**src/hw/rtl/wsd_pkg.sv**
```systemverilog
// Shared types and constants for the websocket frame deframer.
`timescale 1ns / 1ps
package wsd_pkg;

  // Queue depth between parser and emitter
  localparam int unsigned QDepthDef = 4;

  // Register indexes on the configuration port
  localparam int unsigned CfgIdxW = 2;
  localparam logic [CfgIdxW-1:0] CFG_DELIVER_TEXT   = 2'd0;
  localparam logic [CfgIdxW-1:0] CFG_DELIVER_BINARY = 2'd1;

  // Frame opcodes
  localparam logic [3:0] OP_TEXT   = 4'h1;
  localparam logic [3:0] OP_BINARY = 4'h2;
  localparam logic [3:0] OP_CLOSE  = 4'h8;

  // 7-bit length escapes
  localparam logic [6:0] LEN_EXT16 = 7'd126;
  localparam logic [6:0] LEN_EXT64 = 7'd127;

  // Result kinds
  localparam logic [1:0] KIND_TEXT   = 2'd0;
  localparam logic [1:0] KIND_BINARY = 2'd1;
  localparam logic [1:0] KIND_CLOSE  = 2'd2;

  // Close reply bytes
  localparam logic [7:0] CLOSE_BYTE0 = 8'h88;
  localparam logic [7:0] CLOSE_BYTE1 = 8'h00;

  typedef enum logic {
    ACT_DATA  = 1'b0,
    ACT_CLOSE = 1'b1
  } act_e;

  // One queued action: a single data result or a close reply pair
  typedef struct packed {
    act_e       act;
    logic [1:0] kind;
    logic [7:0] data;
    logic       last;
    logic       empty;
  } wsd_entry_t;

endpackage

```
**src/hw/rtl/wsd_front.sv**
```systemverilog
// Frame parser: walks header, length, mask key and payload, queues actions.
`timescale 1ns / 1ps
module wsd_front (
  input  logic              clk_i,
  input  logic              rst_ni,
  input  logic              accept_i,
  input  logic [7:0]        in_byte_i,
  input  logic              deliver_text_i,
  input  logic              deliver_binary_i,
  output logic              push_o,
  output wsd_pkg::wsd_entry_t entry_o
);
  import wsd_pkg::*;

  typedef enum logic [2:0] {
    PH_HDR0    = 3'd0,
    PH_LEN     = 3'd1,
    PH_EXT     = 3'd2,
    PH_MASK    = 3'd3,
    PH_PAYLOAD = 3'd4
  } phase_e;

  phase_e      phase_q, phase_d;
  logic [3:0]  opcode_q, opcode_d;
  logic [2:0]  ext_cnt_q, ext_cnt_d;
  logic [63:0] len_q, len_d;
  logic [31:0] key_q, key_d;
  logic [1:0]  key_cnt_q, key_cnt_d;
  logic [1:0]  rot_q, rot_d;

  logic       data_en;
  logic [1:0] data_kind;
  logic [7:0] key_byte;
  logic       last;

  assign data_en   = (opcode_q == OP_TEXT && deliver_text_i) ||
                     (opcode_q == OP_BINARY && deliver_binary_i);
  assign data_kind = (opcode_q == OP_TEXT) ? KIND_TEXT : KIND_BINARY;
  // rotation 0 selects the first key byte in bits 31..24
  assign key_byte  = key_q[{~rot_q, 3'b000} +: 8];
  assign last      = (len_q == 64'd1);

  always_comb begin
    phase_d   = phase_q;
    opcode_d  = opcode_q;
    ext_cnt_d = ext_cnt_q;
    len_d     = len_q;
    key_d     = key_q;
    key_cnt_d = key_cnt_q;
    rot_d     = rot_q;
    push_o    = 1'b0;
    entry_o   = '{act: ACT_DATA, kind: data_kind, data: 8'h00, last: 1'b0, empty: 1'b0};
    if (accept_i) begin
      case (phase_q)
        PH_LEN: begin
          key_d     = '0;
          key_cnt_d = '0;
          if (in_byte_i[6:0] == LEN_EXT16) begin
            len_d     = '0;
            ext_cnt_d = 3'd1;
            phase_d   = PH_EXT;
          end else if (in_byte_i[6:0] == LEN_EXT64) begin
            len_d     = '0;
            ext_cnt_d = 3'd7;
            phase_d   = PH_EXT;
          end else begin
            len_d   = {57'd0, in_byte_i[6:0]};
            phase_d = PH_MASK;
          end
        end
        PH_EXT: begin
          len_d = {len_q[55:0], in_byte_i};
          if (ext_cnt_q == 3'd0) begin
            phase_d = PH_MASK;
          end else begin
            ext_cnt_d = ext_cnt_q - 3'd1;
          end
        end
        PH_MASK: begin
          key_d = {key_q[23:0], in_byte_i};
          if (key_cnt_q == 2'd3) begin
            key_cnt_d = '0;
            rot_d     = '0;
            if (len_q == 64'd0) begin
              // zero-length frame completes on the last key byte
              if (data_en) begin
                push_o        = 1'b1;
                entry_o.last  = 1'b1;
                entry_o.empty = 1'b1;
              end else if (opcode_q == OP_CLOSE) begin
                push_o      = 1'b1;
                entry_o.act = ACT_CLOSE;
              end
              phase_d = PH_HDR0;
            end else begin
              phase_d = PH_PAYLOAD;
            end
          end else begin
            key_cnt_d = key_cnt_q + 2'd1;
          end
        end
        PH_PAYLOAD: begin
          rot_d = rot_q + 2'd1;
          len_d = len_q - 64'd1;
          if (data_en) begin
            push_o       = 1'b1;
            entry_o.data = in_byte_i ^ key_byte;
            entry_o.last = last;
          end else if (last && opcode_q == OP_CLOSE) begin
            push_o      = 1'b1;
            entry_o.act = ACT_CLOSE;
          end
          if (last) begin
            phase_d = PH_HDR0;
          end
        end
        default: begin
          opcode_d = in_byte_i[3:0];
          phase_d  = PH_LEN;
        end
      endcase
    end
  end

  always_ff @(posedge clk_i or negedge rst_ni) begin
    if (!rst_ni) begin
      phase_q   <= PH_HDR0;
      opcode_q  <= '0;
      ext_cnt_q <= '0;
      len_q     <= '0;
      key_q     <= '0;
      key_cnt_q <= '0;
      rot_q     <= '0;
    end else begin
      phase_q   <= phase_d;
      opcode_q  <= opcode_d;
      ext_cnt_q <= ext_cnt_d;
      len_q     <= len_d;
      key_q     <= key_d;
      key_cnt_q <= key_cnt_d;
      rot_q     <= rot_d;
    end
  end

endmodule

```
**src/hw/rtl/wsd_fifo.sv**
```systemverilog
// Action queue between the parser and the result emitter.
`timescale 1ns / 1ps
module wsd_fifo #(
  parameter int unsigned Depth = wsd_pkg::QDepthDef
) (
  input  logic                clk_i,
  input  logic                rst_ni,
  input  logic                push_i,
  input  wsd_pkg::wsd_entry_t push_data_i,
  output logic                full_o,
  input  logic                pop_i,
  output logic                empty_o,
  output wsd_pkg::wsd_entry_t rd_data_o
);
  import wsd_pkg::*;

  localparam int unsigned PtrW = (Depth > 1) ? $clog2(Depth) : 1;
  localparam int unsigned CntW = $clog2(Depth + 1);
  localparam logic [PtrW-1:0] LastPtr = PtrW'(Depth - 1);

  wsd_entry_t            mem_q [Depth];
  logic [PtrW-1:0]       wptr_q, rptr_q;
  logic [CntW-1:0]       cnt_q;
  logic                  do_push, do_pop;

  assign full_o    = (cnt_q == CntW'(Depth));
  assign empty_o   = (cnt_q == '0);
  assign do_push   = push_i && !full_o;
  assign do_pop    = pop_i && !empty_o;
  assign rd_data_o = mem_q[rptr_q];

  always_ff @(posedge clk_i) begin
    if (do_push) begin
      mem_q[wptr_q] <= push_data_i;
    end
  end

  always_ff @(posedge clk_i or negedge rst_ni) begin
    if (!rst_ni) begin
      wptr_q <= '0;
      rptr_q <= '0;
      cnt_q  <= '0;
    end else begin
      if (do_push) begin
        wptr_q <= (wptr_q == LastPtr) ? '0 : wptr_q + 1'b1;
      end
      if (do_pop) begin
        rptr_q <= (rptr_q == LastPtr) ? '0 : rptr_q + 1'b1;
      end
      if (do_push && !do_pop) begin
        cnt_q <= cnt_q + 1'b1;
      end else if (do_pop && !do_push) begin
        cnt_q <= cnt_q - 1'b1;
      end
    end
  end

endmodule

```
**src/hw/rtl/wsd_back.sv**
```systemverilog
// Result emitter: drains queued actions into the output register.
`timescale 1ns / 1ps
module wsd_back (
  input  logic                clk_i,
  input  logic                rst_ni,
  input  logic                q_empty_i,
  input  wsd_pkg::wsd_entry_t q_data_i,
  output logic                q_pop_o,
  output logic                out_valid_o,
  input  logic                out_stall_i,
  output logic [1:0]          out_kind_o,
  output logic [7:0]          out_byte_o,
  output logic                out_last_of_run_o,
  output logic                out_empty_frame_o
);
  import wsd_pkg::*;

  logic       valid_q;
  logic       pend_close_q;
  logic [1:0] kind_q;
  logic [7:0] byte_q;
  logic       last_q;
  logic       empty_q;
  logic       free;

  // output register can take a new result this cycle
  assign free    = !valid_q || !out_stall_i;
  assign q_pop_o = free && !pend_close_q && !q_empty_i;

  always_ff @(posedge clk_i or negedge rst_ni) begin
    if (!rst_ni) begin
      valid_q      <= 1'b0;
      pend_close_q <= 1'b0;
      kind_q       <= '0;
      byte_q       <= '0;
      last_q       <= 1'b0;
      empty_q      <= 1'b0;
    end else if (free) begin
      if (pend_close_q) begin
        // second byte of the close reply
        valid_q      <= 1'b1;
        pend_close_q <= 1'b0;
        kind_q       <= KIND_CLOSE;
        byte_q       <= CLOSE_BYTE1;
        last_q       <= 1'b1;
        empty_q      <= 1'b0;
      end else if (!q_empty_i) begin
        valid_q <= 1'b1;
        if (q_data_i.act == ACT_CLOSE) begin
          pend_close_q <= 1'b1;
          kind_q       <= KIND_CLOSE;
          byte_q       <= CLOSE_BYTE0;
          last_q       <= 1'b0;
          empty_q      <= 1'b0;
        end else begin
          kind_q  <= q_data_i.kind;
          byte_q  <= q_data_i.data;
          last_q  <= q_data_i.last;
          empty_q <= q_data_i.empty;
        end
      end else begin
        valid_q <= 1'b0;
      end
    end
  end

  assign out_valid_o       = valid_q;
  assign out_kind_o        = kind_q;
  assign out_byte_o        = byte_q;
  assign out_last_of_run_o = last_q;
  assign out_empty_frame_o = empty_q;

endmodule

```
**src/hw/rtl/websocket_frame_deframer.sv**
```systemverilog
// Top level of the websocket frame deframer.
//
//   channel  direction  handshake            payload
//   in       input      in_valid/in_stall    in_byte
//   out      output     out_valid/out_stall  out_kind, out_byte, out_last_of_run,
//                                            out_empty_frame
//   cfg      input      cfg_valid/cfg_ready  cfg_index, cfg_data
//
// One byte is taken per cycle unless the action queue is full; the parser state
// advances on every accepted byte. A byte's result passes through the action queue
// and then the output register. A close reply is two output bytes, paced by the
// output register. Input stalls only when the action queue (QDepth entries) is full.
// Reset puts the parser at the first header byte with both delivery enables set.
`timescale 1ns / 1ps
module websocket_frame_deframer #(
  parameter int unsigned QDepth = wsd_pkg::QDepthDef
) (
  input  logic                        clk_i,
  input  logic                        rst_ni,
  input  logic                        in_valid_i,
  output logic                        in_stall_o,
  input  logic [7:0]                  in_byte_i,
  output logic                        out_valid_o,
  input  logic                        out_stall_i,
  output logic [1:0]                  out_kind_o,
  output logic [7:0]                  out_byte_o,
  output logic                        out_last_of_run_o,
  output logic                        out_empty_frame_o,
  input  logic                        cfg_valid_i,
  output logic                        cfg_ready_o,
  input  logic [wsd_pkg::CfgIdxW-1:0] cfg_index_i,
  input  logic                        cfg_data_i
);
  import wsd_pkg::*;

  logic       deliver_text_q;
  logic       deliver_binary_q;
  logic       accept;
  logic       push;
  logic       q_full;
  logic       q_empty;
  logic       q_pop;
  wsd_entry_t push_entry;
  wsd_entry_t q_entry;

  assign cfg_ready_o = 1'b1;
  assign in_stall_o  = q_full;
  assign accept      = in_valid_i && !q_full;

  always_ff @(posedge clk_i or negedge rst_ni) begin
    if (!rst_ni) begin
      deliver_text_q   <= 1'b1;
      deliver_binary_q <= 1'b1;
    end else if (cfg_valid_i && cfg_ready_o) begin
      case (cfg_index_i)
        CFG_DELIVER_TEXT:   deliver_text_q   <= cfg_data_i;
        CFG_DELIVER_BINARY: deliver_binary_q <= cfg_data_i;
        default: ;
      endcase
    end
  end

  wsd_front u_front (
    .clk_i            (clk_i),
    .rst_ni           (rst_ni),
    .accept_i         (accept),
    .in_byte_i        (in_byte_i),
    .deliver_text_i   (deliver_text_q),
    .deliver_binary_i (deliver_binary_q),
    .push_o           (push),
    .entry_o          (push_entry)
  );

  wsd_fifo #(
    .Depth (QDepth)
  ) u_fifo (
    .clk_i       (clk_i),
    .rst_ni      (rst_ni),
    .push_i      (push),
    .push_data_i (push_entry),
    .full_o      (q_full),
    .pop_i       (q_pop),
    .empty_o     (q_empty),
    .rd_data_o   (q_entry)
  );

  wsd_back u_back (
    .clk_i             (clk_i),
    .rst_ni            (rst_ni),
    .q_empty_i         (q_empty),
    .q_data_i          (q_entry),
    .q_pop_o           (q_pop),
    .out_valid_o       (out_valid_o),
    .out_stall_i       (out_stall_i),
    .out_kind_o        (out_kind_o),
    .out_byte_o        (out_byte_o),
    .out_last_of_run_o (out_last_of_run_o),
    .out_empty_frame_o (out_empty_frame_o)
  );

endmodule

```
**config.mk**
```make
export PLATFORM = sky130hd
export DESIGN_NAME = websocket_frame_deframer
export DESIGN_NICKNAME = d
export VERILOG_FILES = /design/src/hw/rtl/wsd_pkg.sv /design/src/hw/rtl/wsd_front.sv /design/src/hw/rtl/wsd_fifo.sv /design/src/hw/rtl/wsd_back.sv /design/src/hw/rtl/websocket_frame_deframer.sv
export SDC_FILE = /design/constraint.sdc
export NUM_CORES = 1
export LEC_CHECK = 0
export BUFFER_PORTS_ARGS = -buffer_cell sky130_fd_sc_hd__buf_2
export CORE_MARGIN = 3
export CORE_UTILIZATION = 55
export DETAILED_ROUTE_END_ITERATION = 12
export PLACE_DENSITY = 0.75
export SETUP_SLACK_MARGIN = 0.2
export SYNTH_ARGS = -nofsm -noshare
export SYNTH_HDL_FRONTEND = slang
export SYNTH_SLANG_ARGS = --single-unit
```
**constraint.sdc**
```tcl
create_clock -name clk_i -period 3 [get_ports clk_i]
set_input_delay 0.6 -clock clk_i [delete_from_list [all_inputs] [get_ports clk_i]]
set_output_delay 0.6 -clock clk_i [all_outputs]
set_load 0.01 [all_outputs]
```
==> reports/metrics.cfg <==
[floorplanning]
row_count=47
die_w_microns=138
die_area_sq_um=19000
top_level_ports=31
core_sq_um=16800
die-height_microns=138
start_util=0.569

[worst_hold_path]
hold_path_class=in2async

[placement]
dp_slack_ns=-0.0867
place.gp.congestion=0.916
port_buffers=29
hpwl_microns=15800

[final_layout]
n_antenna_cell=0
final_layout_size_suffix_gt1_frac=0.193
nNetsFinal=1068
final_cell_mix=nand2_1 (137), dfrtp_1 (131), o21ai_0 (124)
area_delta_synth_final_pct=16.0
layout_commonest_cell=nand2_1

[sta]
setup_violations=1
worst_pin_slew_ns=1.11
min_period_over_period=1.02
fin_skew_ns=0.0108
report.final.slew_viol_count=0
whs_ns=0.0864
fin_crit_ns=3.06
setup-tns-final_ns=-0.0596
layout_setup_ws_ns=-0.0596
rsz0062_at_grt=yes
hold_viol_final=0
fmax_mhz=327
maxSlewHeadroom=0.259

[pwr]
peakVddDrop_mv=0.567
p_leak_uw=0.00458
power.density_nw_per_um2=829

[clocking]
clk_latency_ns=0.45
ctsHoldBuffers=0
clkSinkCount=181
root_buffer=clkbuf_16
cts_tree=built
clk_pin_slew_ns=0.07
htree_num_levels=4
cts_inserted_buffers=17
clk_path_buf_depth=2

[logic_synthesis]
synth_ff_type=dfrtp_1
ys_seq_area_frac=0.500
synth.distinct_cells=80
synth-seq-cells=181
synth_area_sq_um=9540
async_reset_ff_frac=0.735
synth_warnings=0
syn-instance-count=972
syn-num-nets=1001
synth_edf_count=48
synth_area_per_cell_sq_um=9.81

[route]
drt_wl_total_microns=24000
firstDrtPassIters=6
vias=8023
first_iter_violations=791
ant_nets=0
vias_per_cell=6.31
route.detailed.drc=0
avgRoutedWirePerCell_microns=18.8

[global_routing]
use_met2=0.407
grt_most_used_layer=met2
grt_pass1_wl_microns=39400
antenna_found_initial=0
use_met1=0.378
first_global_vias=7712
grt_max_degree=63
grt_use_met3=0.0500
grt_use_total=0.265
overflow=0

[worst_setup_path]
crit_fanout=4
critPathCaptureType=flip-flop
worstPathArrival_ns=3.42
critPathLaunchType=flip-flop
worstPathRequired_ns=3.36
crit_type=reg2reg

[outcome]
status=complete, but fails checks
violations=negative setup slack

[job]
cap_viol_max_count=0

cells by family after synthesis:
logic type / Yosys count / share of synthesized area
AOI/OAI and AO/OA: 288 / 0.189
other: 1 / 0.000393
xor gates and xnor gates: 12 / 0.0110
adders and majority gates: 13 / 0.0178
and+or+nand+nor: 355 / 0.184
buffers and inverters: 92 / 0.0371
DFF: 181 / 0.500
muxes: 30 / 0.0598
path summary, 6_finish.rpt:
path,slack (ns),cells past startpoint,to,start
setup / recovery,-0.06,12,u_fifo.cnt_q[2]$_DFFE_PN0P_,u_front.len_q[48]$_DFFE_PN0P_
hold / removal,0.09,1,u_back.out_byte_o[2]$_DFFE_PN0P_,rst_ni
setup reg to reg,-0.06,12,u_fifo.cnt_q[2]$_DFFE_PN0P_,u_front.len_q[48]$_DFFE_PN0P_
hold reg to reg,0.47,2,u_back.out_byte_o[0]$_DFFE_PN0P_,u_back.out_byte_o[0]$_DFFE_PN0P_
max in group asynchronous,2.19,2,u_front.rot_q[0]$_DFFE_PN0P_,rst_ni
min in group clk_i,0.40,2,deliver_binary_q$_DFFE_PN1P_,cfg_data_i
power by group:
group          internal (uW)  leakage, uW  switching, uW  total [uW]
Sequential              2950      0.00214            433        3390
Clock                   1270     0.000301           1060        2330
Combinational           1360      0.00214           2100        3460
worst max-delay path: stages, from the launching register on:
cell and delay (ns):
dfrtp_1 0.38, or4_4 0.54, or4_4 0.53, nor4_4 0.14, buf_4 0.19, nand3_2 0.09
a21oi_4 0.17, ha_4 0.15, inv_2 0.04, fa_2 0.32, xor2_1 0.15, nor2_1 0.13
xor2_1 0.16
synth_stat cells (6+ instances only):
library cell	number	share of area
a211oi_1	8	0.0063
a21o_1	6	0.0047
a21oi_1	47	0.025
a22oi_1	23	0.018
a31oi_1	11	0.0072
a32oi_1	12	0.011
and3_1	6	0.0039
clkbuf_1	51	0.020
dfrtp_1	131	0.34
edfxtp_1	48	0.15
ha_1	12	0.016
inv_1	31	0.012
mux2_2	8	0.0094
mux4_2	20	0.047
nand2_1	138	0.054
nand3_1	22	0.012
nand4_1	12	0.0079
nor2_1	69	0.027
nor3_1	40	0.021
nor4_1	15	0.0098
o211ai_1	7	0.0055
o21ai_0	124	0.065
o311ai_0	6	0.0055
or3_1	10	0.0066
xnor2_1	10	0.0092
cell type report:
class / instances / area [sq um]
fillers: 1301 / 5700
flip-flops and latches: 181 / 4770
multi-input cells: 703 / 4530
repair buffers: 105 / 759
clock buffers: 18 / 429
well taps: 220 / 275
clock inverters: 14 / 183
inverters: 31 / 116
state kept, by name (all words and copies together), names as in the netlist:
name / count
u_front.opcode_q: 4
u_front.key_q: 32
u_back.out_last_of_run_o: 1
u_front.ext_cnt_q: 3
u_back.out_byte_o: 8
u_back.out_empty_frame_o: 1
u_fifo.wptr_q: 2
u_back.out_valid_o: 1
u_front.key_cnt_q: 2
u_fifo.mem_q: 48
u_front.phase_q: 3
u_back.out_kind_o: 2
deliver_binary_q: 1
u_front.rot_q: 2
deliver_text_q: 1
u_fifo.rptr_q: 2
u_fifo.cnt_q: 3
u_front.len_q: 64
u_back.pend_close_q: 1
routing by layer:
metal / vias to the layer above / part of all wire
met5: - / 0
met4: 0 / 0.019
met3: 48 / 0.068
met2: 361 / 0.47
met1: 3852 / 0.44
li1: 3762 / -
stage by stage:
stage	instances	cell area, sq um	utilization	total power, uW
after floorplan	972	9560	-	5540
after global placement	1231	10400	0.618	6620
after detailed placement	1231	10400	0.618	6710
after CTS	1267	11000	0.656	9120
after global routing	1272	11100	0.660	9720
final	1272	11100	0.660	9170
timing repair:
item,CTS,global route
setup endpoints to repair,50,63
buffers inserted,4,1
pin swaps,2,9
resized for setup,5,7
cloned,0,4
No activity file was read; power rests on OpenSTA's default activity.
